`config.mk`:
```
export PLATFORM = sky130hd
export DESIGN_NAME = decimal_text_to_int32_unit
export DESIGN_NICKNAME = d
export VERILOG_FILES = /design/src/design/dtoi_pkg.sv /design/src/design/dtoi_front.sv /design/src/design/dtoi_fifo.sv /design/src/design/dtoi_back.sv /design/src/design/decimal_text_to_int32_unit.sv
export SDC_FILE = /design/constraint.sdc
export NUM_CORES = 1
export LEC_CHECK = 0
export BUFFER_PORTS_ARGS = -buffer_cell sky130_fd_sc_hd__buf_2
export CORE_MARGIN = 4
export CORE_UTILIZATION = 50
export DETAILED_ROUTE_END_ITERATION = 8
export PLACE_DENSITY = 0.78
export SKIP_CTS_REPAIR_TIMING = 1
export SLEW_MARGIN = 30
export SYNTH_ARGS = -nofsm -noshare
export SYNTH_HDL_FRONTEND = slang
export SYNTH_SLANG_ARGS = --single-unit
```
`constraint.sdc`:
```
create_clock -name clk_i -period 8.3 [get_ports clk_i]
set_clock_uncertainty 0.1 [all_clocks]
set_input_delay 0.415 -clock clk_i [delete_from_list [all_inputs] [get_ports clk_i]]
set_output_delay 0.415 -clock clk_i [all_outputs]
set_load 0.01 [all_outputs]
```
`src/design/dtoi_pkg.sv`:
```
package dtoi_pkg;

  // Width of the signed result; the magnitude is one bit narrower.
  localparam int unsigned ResultBits = 32;
  localparam int unsigned MagBits    = ResultBits - 1;
  // Room for magnitude * 10 + 9 without loss.
  localparam int unsigned WideBits   = MagBits + 4;

  localparam logic [ResultBits-1:0] IntMax = {1'b0, {MagBits{1'b1}}};
  localparam logic [ResultBits-1:0] IntMin = {1'b1, {MagBits{1'b0}}};

  localparam logic [7:0] CharSpace = 8'h20;
  localparam logic [7:0] CharPlus  = 8'h2B;
  localparam logic [7:0] CharMinus = 8'h2D;
  localparam logic [7:0] CharZero  = 8'h30;
  localparam logic [7:0] CharNine  = 8'h39;

  // Decoupling queue between the classifier and the accumulator.
  localparam int unsigned FifoDepth   = 2;
  localparam int unsigned FifoPtrBits = $clog2(FifoDepth);

  typedef enum logic [1:0] {
    CLS_SPACE,
    CLS_SIGN,
    CLS_DIGIT,
    CLS_OTHER
  } char_class_e;

  typedef enum logic [1:0] {
    PH_START,
    PH_SIGNED,
    PH_NUMBER,
    PH_END
  } phase_e;

  typedef struct packed {
    logic [7:0] char_code;
    logic       last_char;
  } in_item_t;

  typedef struct packed {
    logic signed [ResultBits-1:0] value;
    logic                         saturated;
  } out_item_t;

  // Classified character as it travels from front to back.
  typedef struct packed {
    char_class_e cls;
    logic [3:0]  digit;
    logic        minus;
    logic        last;
  } cls_item_t;

endpackage

```
`src/design/dtoi_front.sv`:
```
module dtoi_front (
  input  logic                clk_i,
  input  logic                rst_ni,
  input  logic                in_valid_i,
  output logic                in_ready_o,
  input  dtoi_pkg::in_item_t  in_item_i,
  output logic                cls_valid_o,
  input  logic                cls_ready_i,
  output dtoi_pkg::cls_item_t cls_item_o
);

  logic                valid_q;
  dtoi_pkg::cls_item_t item_q;
  dtoi_pkg::cls_item_t item_d;
  logic [7:0]          diff;

  assign in_ready_o  = !valid_q || cls_ready_i;
  assign cls_valid_o = valid_q;
  assign cls_item_o  = item_q;
  assign diff        = in_item_i.char_code - dtoi_pkg::CharZero;

  always_comb begin
    item_d.digit = diff[3:0];
    item_d.minus = (in_item_i.char_code == dtoi_pkg::CharMinus);
    item_d.last  = in_item_i.last_char;
    if (in_item_i.char_code == dtoi_pkg::CharSpace) begin
      item_d.cls = dtoi_pkg::CLS_SPACE;
    end else if (in_item_i.char_code == dtoi_pkg::CharPlus ||
                 in_item_i.char_code == dtoi_pkg::CharMinus) begin
      item_d.cls = dtoi_pkg::CLS_SIGN;
    end else if (in_item_i.char_code >= dtoi_pkg::CharZero &&
                 in_item_i.char_code <= dtoi_pkg::CharNine) begin
      item_d.cls = dtoi_pkg::CLS_DIGIT;
    end else begin
      item_d.cls = dtoi_pkg::CLS_OTHER;
    end
  end

  always_ff @(posedge clk_i or negedge rst_ni) begin
    if (!rst_ni) begin
      valid_q <= 1'b0;
    end else if (in_ready_o) begin
      valid_q <= in_valid_i;
    end
  end

  // Payload register: load on every accepted item.
  always_ff @(posedge clk_i) begin
    if (in_valid_i && in_ready_o) begin
      item_q <= item_d;
    end
  end

endmodule

```
`src/design/dtoi_fifo.sv`:
```
module dtoi_fifo (
  input  logic                clk_i,
  input  logic                rst_ni,
  input  logic                push_valid_i,
  output logic                push_ready_o,
  input  dtoi_pkg::cls_item_t push_item_i,
  output logic                pop_valid_o,
  input  logic                pop_ready_i,
  output dtoi_pkg::cls_item_t pop_item_o
);

  dtoi_pkg::cls_item_t              mem_q [dtoi_pkg::FifoDepth];
  logic [dtoi_pkg::FifoPtrBits-1:0] wr_ptr_q;
  logic [dtoi_pkg::FifoPtrBits-1:0] rd_ptr_q;
  logic [dtoi_pkg::FifoPtrBits:0]   count_q;
  logic                             push;
  logic                             pop;

  assign push_ready_o = (count_q != (dtoi_pkg::FifoPtrBits + 1)'(dtoi_pkg::FifoDepth));
  assign pop_valid_o  = (count_q != '0);
  assign pop_item_o   = mem_q[rd_ptr_q];
  assign push         = push_valid_i && push_ready_o;
  assign pop          = pop_valid_o && pop_ready_i;

  always_ff @(posedge clk_i or negedge rst_ni) begin
    if (!rst_ni) begin
      wr_ptr_q <= '0;
      rd_ptr_q <= '0;
      count_q  <= '0;
    end else begin
      if (push) begin
        wr_ptr_q <= wr_ptr_q + 1'b1;
      end
      if (pop) begin
        rd_ptr_q <= rd_ptr_q + 1'b1;
      end
      if (push && !pop) begin
        count_q <= count_q + 1'b1;
      end else if (pop && !push) begin
        count_q <= count_q - 1'b1;
      end
    end
  end

  always_ff @(posedge clk_i) begin
    if (push) begin
      mem_q[wr_ptr_q] <= push_item_i;
    end
  end

endmodule

```
`src/design/dtoi_back.sv`:
```
module dtoi_back (
  input  logic                clk_i,
  input  logic                rst_ni,
  input  logic                cls_valid_i,
  output logic                cls_ready_o,
  input  dtoi_pkg::cls_item_t cls_item_i,
  output logic                out_valid_o,
  input  logic                out_ready_i,
  output dtoi_pkg::out_item_t out_item_o
);

  dtoi_pkg::phase_e             phase_q, phase_d;
  logic                         neg_q, neg_d;
  logic [dtoi_pkg::MagBits-1:0] mag_q, mag_d;
  logic                         ovf_q, ovf_d;
  logic                         out_valid_q, out_valid_d;
  dtoi_pkg::out_item_t          out_item_q, out_item_d;

  logic                          take;
  dtoi_pkg::phase_e              np;
  logic [dtoi_pkg::WideBits-1:0] wide;

  assign cls_ready_o = !out_valid_q || out_ready_i;
  assign take        = cls_valid_i && cls_ready_o;
  assign out_valid_o = out_valid_q;
  assign out_item_o  = out_item_q;

  // Candidate magnitude: mag * 10 + digit.
  assign wide = (dtoi_pkg::WideBits)'({mag_q, 3'b000}) +
                (dtoi_pkg::WideBits)'({mag_q, 1'b0}) +
                (dtoi_pkg::WideBits)'(cls_item_i.digit);

  always_comb begin
    unique case (phase_q)
      dtoi_pkg::PH_START: begin
        unique case (cls_item_i.cls)
          dtoi_pkg::CLS_SPACE: np = dtoi_pkg::PH_START;
          dtoi_pkg::CLS_SIGN:  np = dtoi_pkg::PH_SIGNED;
          dtoi_pkg::CLS_DIGIT: np = dtoi_pkg::PH_NUMBER;
          default:             np = dtoi_pkg::PH_END;
        endcase
      end
      dtoi_pkg::PH_SIGNED, dtoi_pkg::PH_NUMBER: begin
        np = (cls_item_i.cls == dtoi_pkg::CLS_DIGIT) ? dtoi_pkg::PH_NUMBER
                                                      : dtoi_pkg::PH_END;
      end
      default: np = dtoi_pkg::PH_END;
    endcase
  end

  always_comb begin
    phase_d     = phase_q;
    neg_d       = neg_q;
    mag_d       = mag_q;
    ovf_d       = ovf_q;
    out_valid_d = out_valid_q && !out_ready_i;
    out_item_d  = out_item_q;

    if (take) begin
      if (!ovf_q && phase_q != dtoi_pkg::PH_END) begin
        phase_d = np;
        if (np == dtoi_pkg::PH_NUMBER) begin
          if (wide > (dtoi_pkg::WideBits)'(dtoi_pkg::IntMax)) begin
            ovf_d   = 1'b1;
            phase_d = dtoi_pkg::PH_END;
          end else begin
            mag_d = wide[dtoi_pkg::MagBits-1:0];
          end
        end else if (np == dtoi_pkg::PH_SIGNED) begin
          neg_d = cls_item_i.minus;
        end
      end

      if (cls_item_i.last) begin
        out_valid_d          = 1'b1;
        out_item_d.saturated = ovf_d;
        if (ovf_d) begin
          out_item_d.value = neg_d ? dtoi_pkg::IntMin : dtoi_pkg::IntMax;
        end else if (neg_d) begin
          out_item_d.value = '0 - {1'b0, mag_d};
        end else begin
          out_item_d.value = {1'b0, mag_d};
        end
        // Return to start for the next string.
        phase_d = dtoi_pkg::PH_START;
        neg_d   = 1'b0;
        mag_d   = '0;
        ovf_d   = 1'b0;
      end
    end
  end

  always_ff @(posedge clk_i or negedge rst_ni) begin
    if (!rst_ni) begin
      phase_q     <= dtoi_pkg::PH_START;
      neg_q       <= 1'b0;
      mag_q       <= '0;
      ovf_q       <= 1'b0;
      out_valid_q <= 1'b0;
    end else begin
      phase_q     <= phase_d;
      neg_q       <= neg_d;
      mag_q       <= mag_d;
      ovf_q       <= ovf_d;
      out_valid_q <= out_valid_d;
    end
  end

  always_ff @(posedge clk_i) begin
    out_item_q <= out_item_d;
  end

endmodule

```
`src/design/decimal_text_to_int32_unit.sv`:
```
// A result appears on out_valid_o after its last character is accepted and has
// passed the front register, the queue write, then the accumulator/output register.
// Throughput: one character per cycle while the output is not stalled; the
// times-ten add and overflow compare in the accumulator are combinational.
// Reset (rst_ni, async, active low) empties the pipeline and queue and puts the
// parser in its start state with a zero magnitude and no pending result.
module decimal_text_to_int32_unit (
  input  logic                clk_i,
  input  logic                rst_ni,
  input  logic                in_valid_i,
  output logic                in_ready_o,
  input  dtoi_pkg::in_item_t  in_item_i,
  output logic                out_valid_o,
  input  logic                out_ready_i,
  output dtoi_pkg::out_item_t out_item_o
);

  // Front to queue.
  logic                f_valid;
  logic                f_ready;
  dtoi_pkg::cls_item_t f_item;

  // Queue to back.
  logic                q_valid;
  logic                q_ready;
  dtoi_pkg::cls_item_t q_item;

  // Front: accept each character and classify it as space, sign, digit or
  // other, with the digit value and the sign polarity precomputed.
  dtoi_front u_front (
    .clk_i       (clk_i),
    .rst_ni      (rst_ni),
    .in_valid_i  (in_valid_i),
    .in_ready_o  (in_ready_o),
    .in_item_i   (in_item_i),
    .cls_valid_o (f_valid),
    .cls_ready_i (f_ready),
    .cls_item_o  (f_item)
  );

  // Short queue: let the classifier keep accepting while the back end waits
  // on a stalled output, and vice versa.
  dtoi_fifo u_fifo (
    .clk_i        (clk_i),
    .rst_ni       (rst_ni),
    .push_valid_i (f_valid),
    .push_ready_o (f_ready),
    .push_item_i  (f_item),
    .pop_valid_o  (q_valid),
    .pop_ready_i  (q_ready),
    .pop_item_o   (q_item)
  );

  // Back: run the parse state machine, accumulate the magnitude, detect
  // overflow, and register one signed result per string on its last item.
  dtoi_back u_back (
    .clk_i       (clk_i),
    .rst_ni      (rst_ni),
    .cls_valid_i (q_valid),
    .cls_ready_o (q_ready),
    .cls_item_i  (q_item),
    .out_valid_o (out_valid_o),
    .out_ready_i (out_ready_i),
    .out_item_o  (out_item_o)
  );

endmodule
```
# Word level (Yosys, flattened, before mapping)
# Memories as Yosys holds them, arrays and structs flattened.
# Cells that the tools add are included.
op_classes:
  muxes: 33
  eq_ne: 11
  n_shift: 0
  add_sub_neg: 8
  magnitude_cmp: 3
  multipliers: 0
  bitwise: 0
  n_div: 0
  reduce_logical: 26
ops:
  columns: ["op", "n"]
  rows:
  - ["$mux 31", 5]
  - ["$mux 32", 3]
  - ["$add 34x32->35", 1]
  - ["$add 35x4->35", 1]
  - ["$gt 35x31->1 const B", 1]
  - ["$sub 1x31->32 const A", 1]
  - ["$eq 8x6->1 const B", 3]
  - ["$mux 1", 17]
  - ["$mux 2", 6]
  - ["$ge 8x6->1 const B", 1]
  - ["$le 8x6->1 const B", 1]
  - ["$logic_and 1x1->1", 8]
  - ["$eq 2x1->1 const B", 3]
  - ["$eq 2x2->1 const B", 3]
  - ["$logic_not 1->1", 6]
  - ["$pmux 2 s3", 1]
  - ["$reduce_bool 2->1", 3]
  - ["$logic_not 2->1", 2]
  - ["$ne 2x2->1 const B", 2]
  - ["$pmux 2 s2", 1]
  - ["$reduce_and 2->1", 2]
  - ["$reduce_or 2->1", 2]
  - ["$sub 4x1->4 const B", 1]
  - ["$logic_or 1x1->1", 3]
  - ["other kinds (3)", 4]
totals:
  reg_bits: 82
  romBits: 0
  ram_bits: 16
  inputBits: 13
  latch_bits: 0
  out_inout_bits: 35
  wordCells: 98
  mem_count: 1
memory_table:
  columns: ["memory", "words", "width", "read_ports", "rd_clocked_by_memory_dff", "write_ports", "line", "source"]
  rows:
  - ["u_fifo.mem_q", 2, 8, 1, 0, 1, "dtoi_fifo.sv:12", "dtoi_pkg::cls_item_t mem_q [dtoi_pkg::FifoDepth];"]

# Longest topological paths before layout
# An unclocked memory read counts as a cell.
logic_depth:
  word_depth: 11
  ltp_mapped: 26
  mapped_depth_nobuf: 21

# Cells and area by module
# From an unflattened synthesis, not the netlist that was laid out.
hier_totals:
  hier_cells: 806
  area_unflattened_um2: 7457.2
modules_own_cells:
  columns: ["mod", "seq_area_each_um2", "area_each_um2", "n_inst", "cells_per_inst"]
  rows:
  - ["dtoi_back", 1891.8, 6311.1, 1, 739]
  - ["dtoi_fifo", 580.6, 787.0, 1, 43]
  - ["dtoi_front", 265.3, 359.1, 1, 24]

# Worst setup path after synthesis
# Ideal clock, no wire load.
synth_path:
  path_type: "flip-flop to flip-flop"
  from: "register u_fifo.rd_ptr_q"
  to: "register u_back.out_item_q, in the netlist u_back.out_item_o[29], data pin"
  t_required_ns: 7.936
  synth_period_minus_slack_ns: 6.232
  setup_slack_ns: 2.068
  path_buffers: 5
  stages_incl_launch_ff: 27
  t_arrival_ns: 5.868
  setup_time_ns: 0.264
  path_cell_list: "dfrtp_1 -> clkbuf_1 -> mux2_2 -> ha_1 -> ha_1 -> inv_1 -> fa_1 -> nor2b_1 -> o31a_1 -> o21ai_1 -> a311oi_1 -> o21a_1 -> o221a_2 -> buf_4 -> or4b_1 -> buf_2 -> buf_6 -> buf_6 -> mux2i_1 -> ha_1 -> nand4_1 -> or3_1 -> or3_1 -> a31oi_1 -> a41oi_1 -> o41ai_1 -> nor3_1"
synth_via:
  elab_chain_len: 11
  elab_cells_between_ends: 27
  classes_between: "2 x add/sub; 1 x order compare; 4 x eq/ne; 18 x mux; 1 x reduce/logical; 1 x memory"
synth_lines:
  columns: ["item", "line", "source"]
  rows:
  - ["from (decl)", "dtoi_fifo.sv:14", "logic [dtoi_pkg::FifoPtrBits-1:0] rd_ptr_q;"]
  - ["from (signal assigned)", "dtoi_fifo.sv:35", "rd_ptr_q <= rd_ptr_q + 1'b1;"]
  - ["$mem_v2 2x8 *", null, null]
  - ["parallel branches: the longest is 9 deep, another holds $add 35x4->35", null, null]
  - ["$mux 32 *", "dtoi_back.sv:77", "if (ovf_d) begin"]
  - ["to (signal assigned)", "dtoi_back.sv:110", "out_item_q <= out_item_d;"]
  - ["to (decl)", "dtoi_back.sv:17", "dtoi_pkg::out_item_t out_item_q, out_item_d;"]
# Every way passes the cells marked *. The select of a mux whose other input is x is not followed.
# A chain may end at the register's enable or synchronous reset.

# Worst setup path in the final report
# Same ends and word-level chain as after synthesis.

==> summary.md <==
| Metric | Value |
|---|---|
| Status | finished, violations left |
| Failing checks | negative hold slack |
| Slew Limit Fails | 0 |
| Clk buf depth | 2 |
| Final WL | 23,800 um |
| GPL Wtd Cong | 0.963 |
| Vias in the first global route | 7,342 |
| CTS tree | yes |
| TritonCTS buffer count | 9 |
| Tightest Hold Check Type | in -> async |
| DRC Markers | 0 |
| Layout area overhead | 8.40% |
| Relative slew slack | 31.9% |
| Mean Syn Cell Area | 9.03 um^2 |
| Worst-path maximum fanout | 23 |
| WL/cell | 20.3 um |
| Worst VDD drop | 273 uV |
| Seq cells post-synth | 98 |
| Via density | 6.60 |
| Antenna cells | 0 |
| Sequential-to-total area share from yosys stat | 32.6% |
| Pin count of the biggest net entering global routing | 46 |
| Setup slack after placement | 1.28 ns |
| Num rows | 47 |
| F_max | 139 MHz |
| PD cells | 364 nW/um^2 |
| CP arrival | 7.18 ns |
| CP startpoint kind | flop |
| Leakage power | 4.11 nW |
| DR vias | 7,728 |
| Share of layout cells above drive strength 1 | 11.7% |
| Number of max-cap violations | 0 |
| Synthesized area | 8390 um^2 |
| Final net count | 1,027 |
| Simple-gate share of the synthesized area | 21.1% |
| Compound-cell area share of the yosys netlist | 21.3% |
| Unique masters post-synth | 82 |
| Main synth FF type | edfxtp_1 |
| Die X | 138 um |
| Initial drt markers | 769 |
| XOR/XNOR Fraction of Synth Area | 2.40% |
| Detailed placement HPWL | 17,800 um |
| Fillers | 1,440 |
| CORE AREA | 16,500 um^2 |
| CP Capture Type | flop |
| Synth Area in Adders | 10.3% |
| Clock sink count | 98 |
| PortBufs | 47 |
| Worst skew pair latency | 0.35 ns |
| Multi-input gate area | 5340 um^2 |
| Setup_tns | 0 ns |
| RSZ-0062 raised after global routing | false |
| Clock transition at the registers of the reported paths | 0.07 ns |
| Most common cell after layout, fill and taps aside | nand2_1 |
| Number of synthesized flops with an enable pin | 57 |
| Largest family of logic cells by synthesized area | compound AO/OA/AOI/OAI gates |
| Final design utilization | 55.0% |
| Yosys warning count | 0 |
| Final Hold Vio Count | 41 |
| IO Pins | 48 |
| Die height | 138 um |
| Final setup violating endpoints | 0 |
| GRT Overall Usage | 25.1% |
| Most frequent cells in the layout | nand2_1, ha_1, nor2_1 |
| Crit path time final | 7.18 ns |
| Total power | 0.00331 W |
| Slew @ Worst Pin | 1.02 ns |
| WS Path Type | reg -> reg |
| Initial antenna violation count | 0 |
| Seq. cell area | 2740 um^2 |
| Die footprint | 18,900 um^2 |
| Grt ovf | 0 |
| Syn nets | 1,010 |
| Initial Utilization | 50.8% |
| Final setup margin | 1.12 ns |
| Final period util | 86.6% |
| Mapped Cells | 929 |
| Async set-reset flop share out of synthesis | 41.8% |
| Post-synthesis mux area share | 8.17% |
| Htree depth | 3 |
| Drt pass-1 iters | 5 |
| First-pass GRT wire length | 37,800 um |
| Critical path data required time | 8.30 ns |
| Antenna viol nets, final | 0 |
| WHS | -0.0368 ns |
| Clk Tree Root Cell | clkbuf_16 |
-- final timing paths --
kind	from	endpoint	slack, ns	cells past startpoint
max	u_fifo.rd_ptr_q$_DFFE_PN0P_	u_back.out_item_o[29]$_DFFE_PP_	1.12	22
min	rst_ni	u_back.mag_q[27]$_DFFE_PN0P_	-0.04	1
min reg2reg	u_front.cls_item_o[1]$_DFFE_PP_	u_fifo.mem_q[1][1]$_DFFE_PP_	0.35	0
min in group clk_i	in_valid_i	u_front.cls_valid_o$_DFFE_PN0N_	0.16	2
max in group asynchronous	rst_ni	u_back.mag_q[0]$_DFFE_PN0P_	7.74	1
max reg2reg	u_fifo.rd_ptr_q$_DFFE_PN0P_	u_back.out_item_o[29]$_DFFE_PP_	1.12	22
-- area by class of cell --
type / instances / share of cell area, %
clock buffer: 9 / 2.48
clock inverter: 7 / 1.03
inverter: 29 / 1.20
multi-input combinational: 754 / 58.8
sequential: 98 / 30.1
tap: 220 / 3.03
timing repair buffer: 54 / 3.41
-- power breakdown --
group	total [W]	internal, W	switching (W)
Clock	0.000443	0.000242	0.000201
Combinational	0.00204	0.000787	0.00125
Sequential	0.000829	0.000740	0.0000895
-- cells in the mapped netlist, types with 16 or more instances --
library cell,number,area (um^2)
mux2_2,20,225
nor3_1,34,170
nand2_1,82,308
dfrtp_1,41,1030
clkbuf_1,21,78.8
ha_1,66,826
edfxtp_1,57,1710
buf_2,20,100
inv_1,28,105
o21ai_0,56,280
nand3_1,30,150
or3_1,16,100
a21oi_1,46,230
nor2_1,61,229
nand4_1,24,150
and2_1,16,100
mux2i_1,40,400
and3_1,17,106
-- critical path, stage by stage (launching register included) --
cell and delay (ns):
dfrtp_1 0.63, mux2_2 0.40, ha_1 0.28, ha_1 0.16
inv_1 0.06, fa_1 0.40, nor2b_1 0.16, o31a_1 0.40
o21ai_1 0.20, a311oi_1 0.43, o21a_1 0.18, o221a_2 0.30
or4b_1 0.46, buf_4 0.26, mux2i_1 0.37, ha_1 0.52
nand4_1 0.30, or3_1 0.40, or3_1 0.32, a31oi_1 0.14
a41oi_1 0.08, o41ai_1 0.28, nor3_1 0.07
-- flip-flops by register name, summed over array words and instances (netlist names) --
register and cells:
u_front.cls_item_o 8, u_fifo.mem_q 16, u_back.phase_q 2, u_back.out_item_o 33, u_fifo.rd_ptr_q 1, u_fifo.wr_ptr_q 1, u_fifo.count_q 2, u_back.neg_q 1
u_back.mag_q 31, u_back.out_valid_o 1, u_front.cls_valid_o 1, u_back.ovf_q 1
-- metal layers --
metal,share of wire (%),wire length (um),global-route usage [%],vias to the layer above
met5,0,0,0,-
met3,6.3,1500,3.32,83
met4,3.8,895,9.53,0
li1,-,-,-,3614
met2,49,11700,43.2,352
met1,41,9670,31.8,3679
-- stage by stage --
stage               hold WS [ns]  std cells  cell area, um^2
finish                   -0.0368       1171             9090
global route             0.00330       1171             9090
CTS                      -0.0158       1170             9070
detailed placement         0.332       1154             8750
global placement           0.327       1154             8750
floorplan                 0.0194        929             8390
-- kinds of logic after synthesis --
logic type	Yosys count
mux	65
compound gates	258
fa+ha+maj	68
xor+xnor	23
flops	98
buf+inv	77
simple gates	340
No activity file was read; power rests on OpenSTA's default activity.
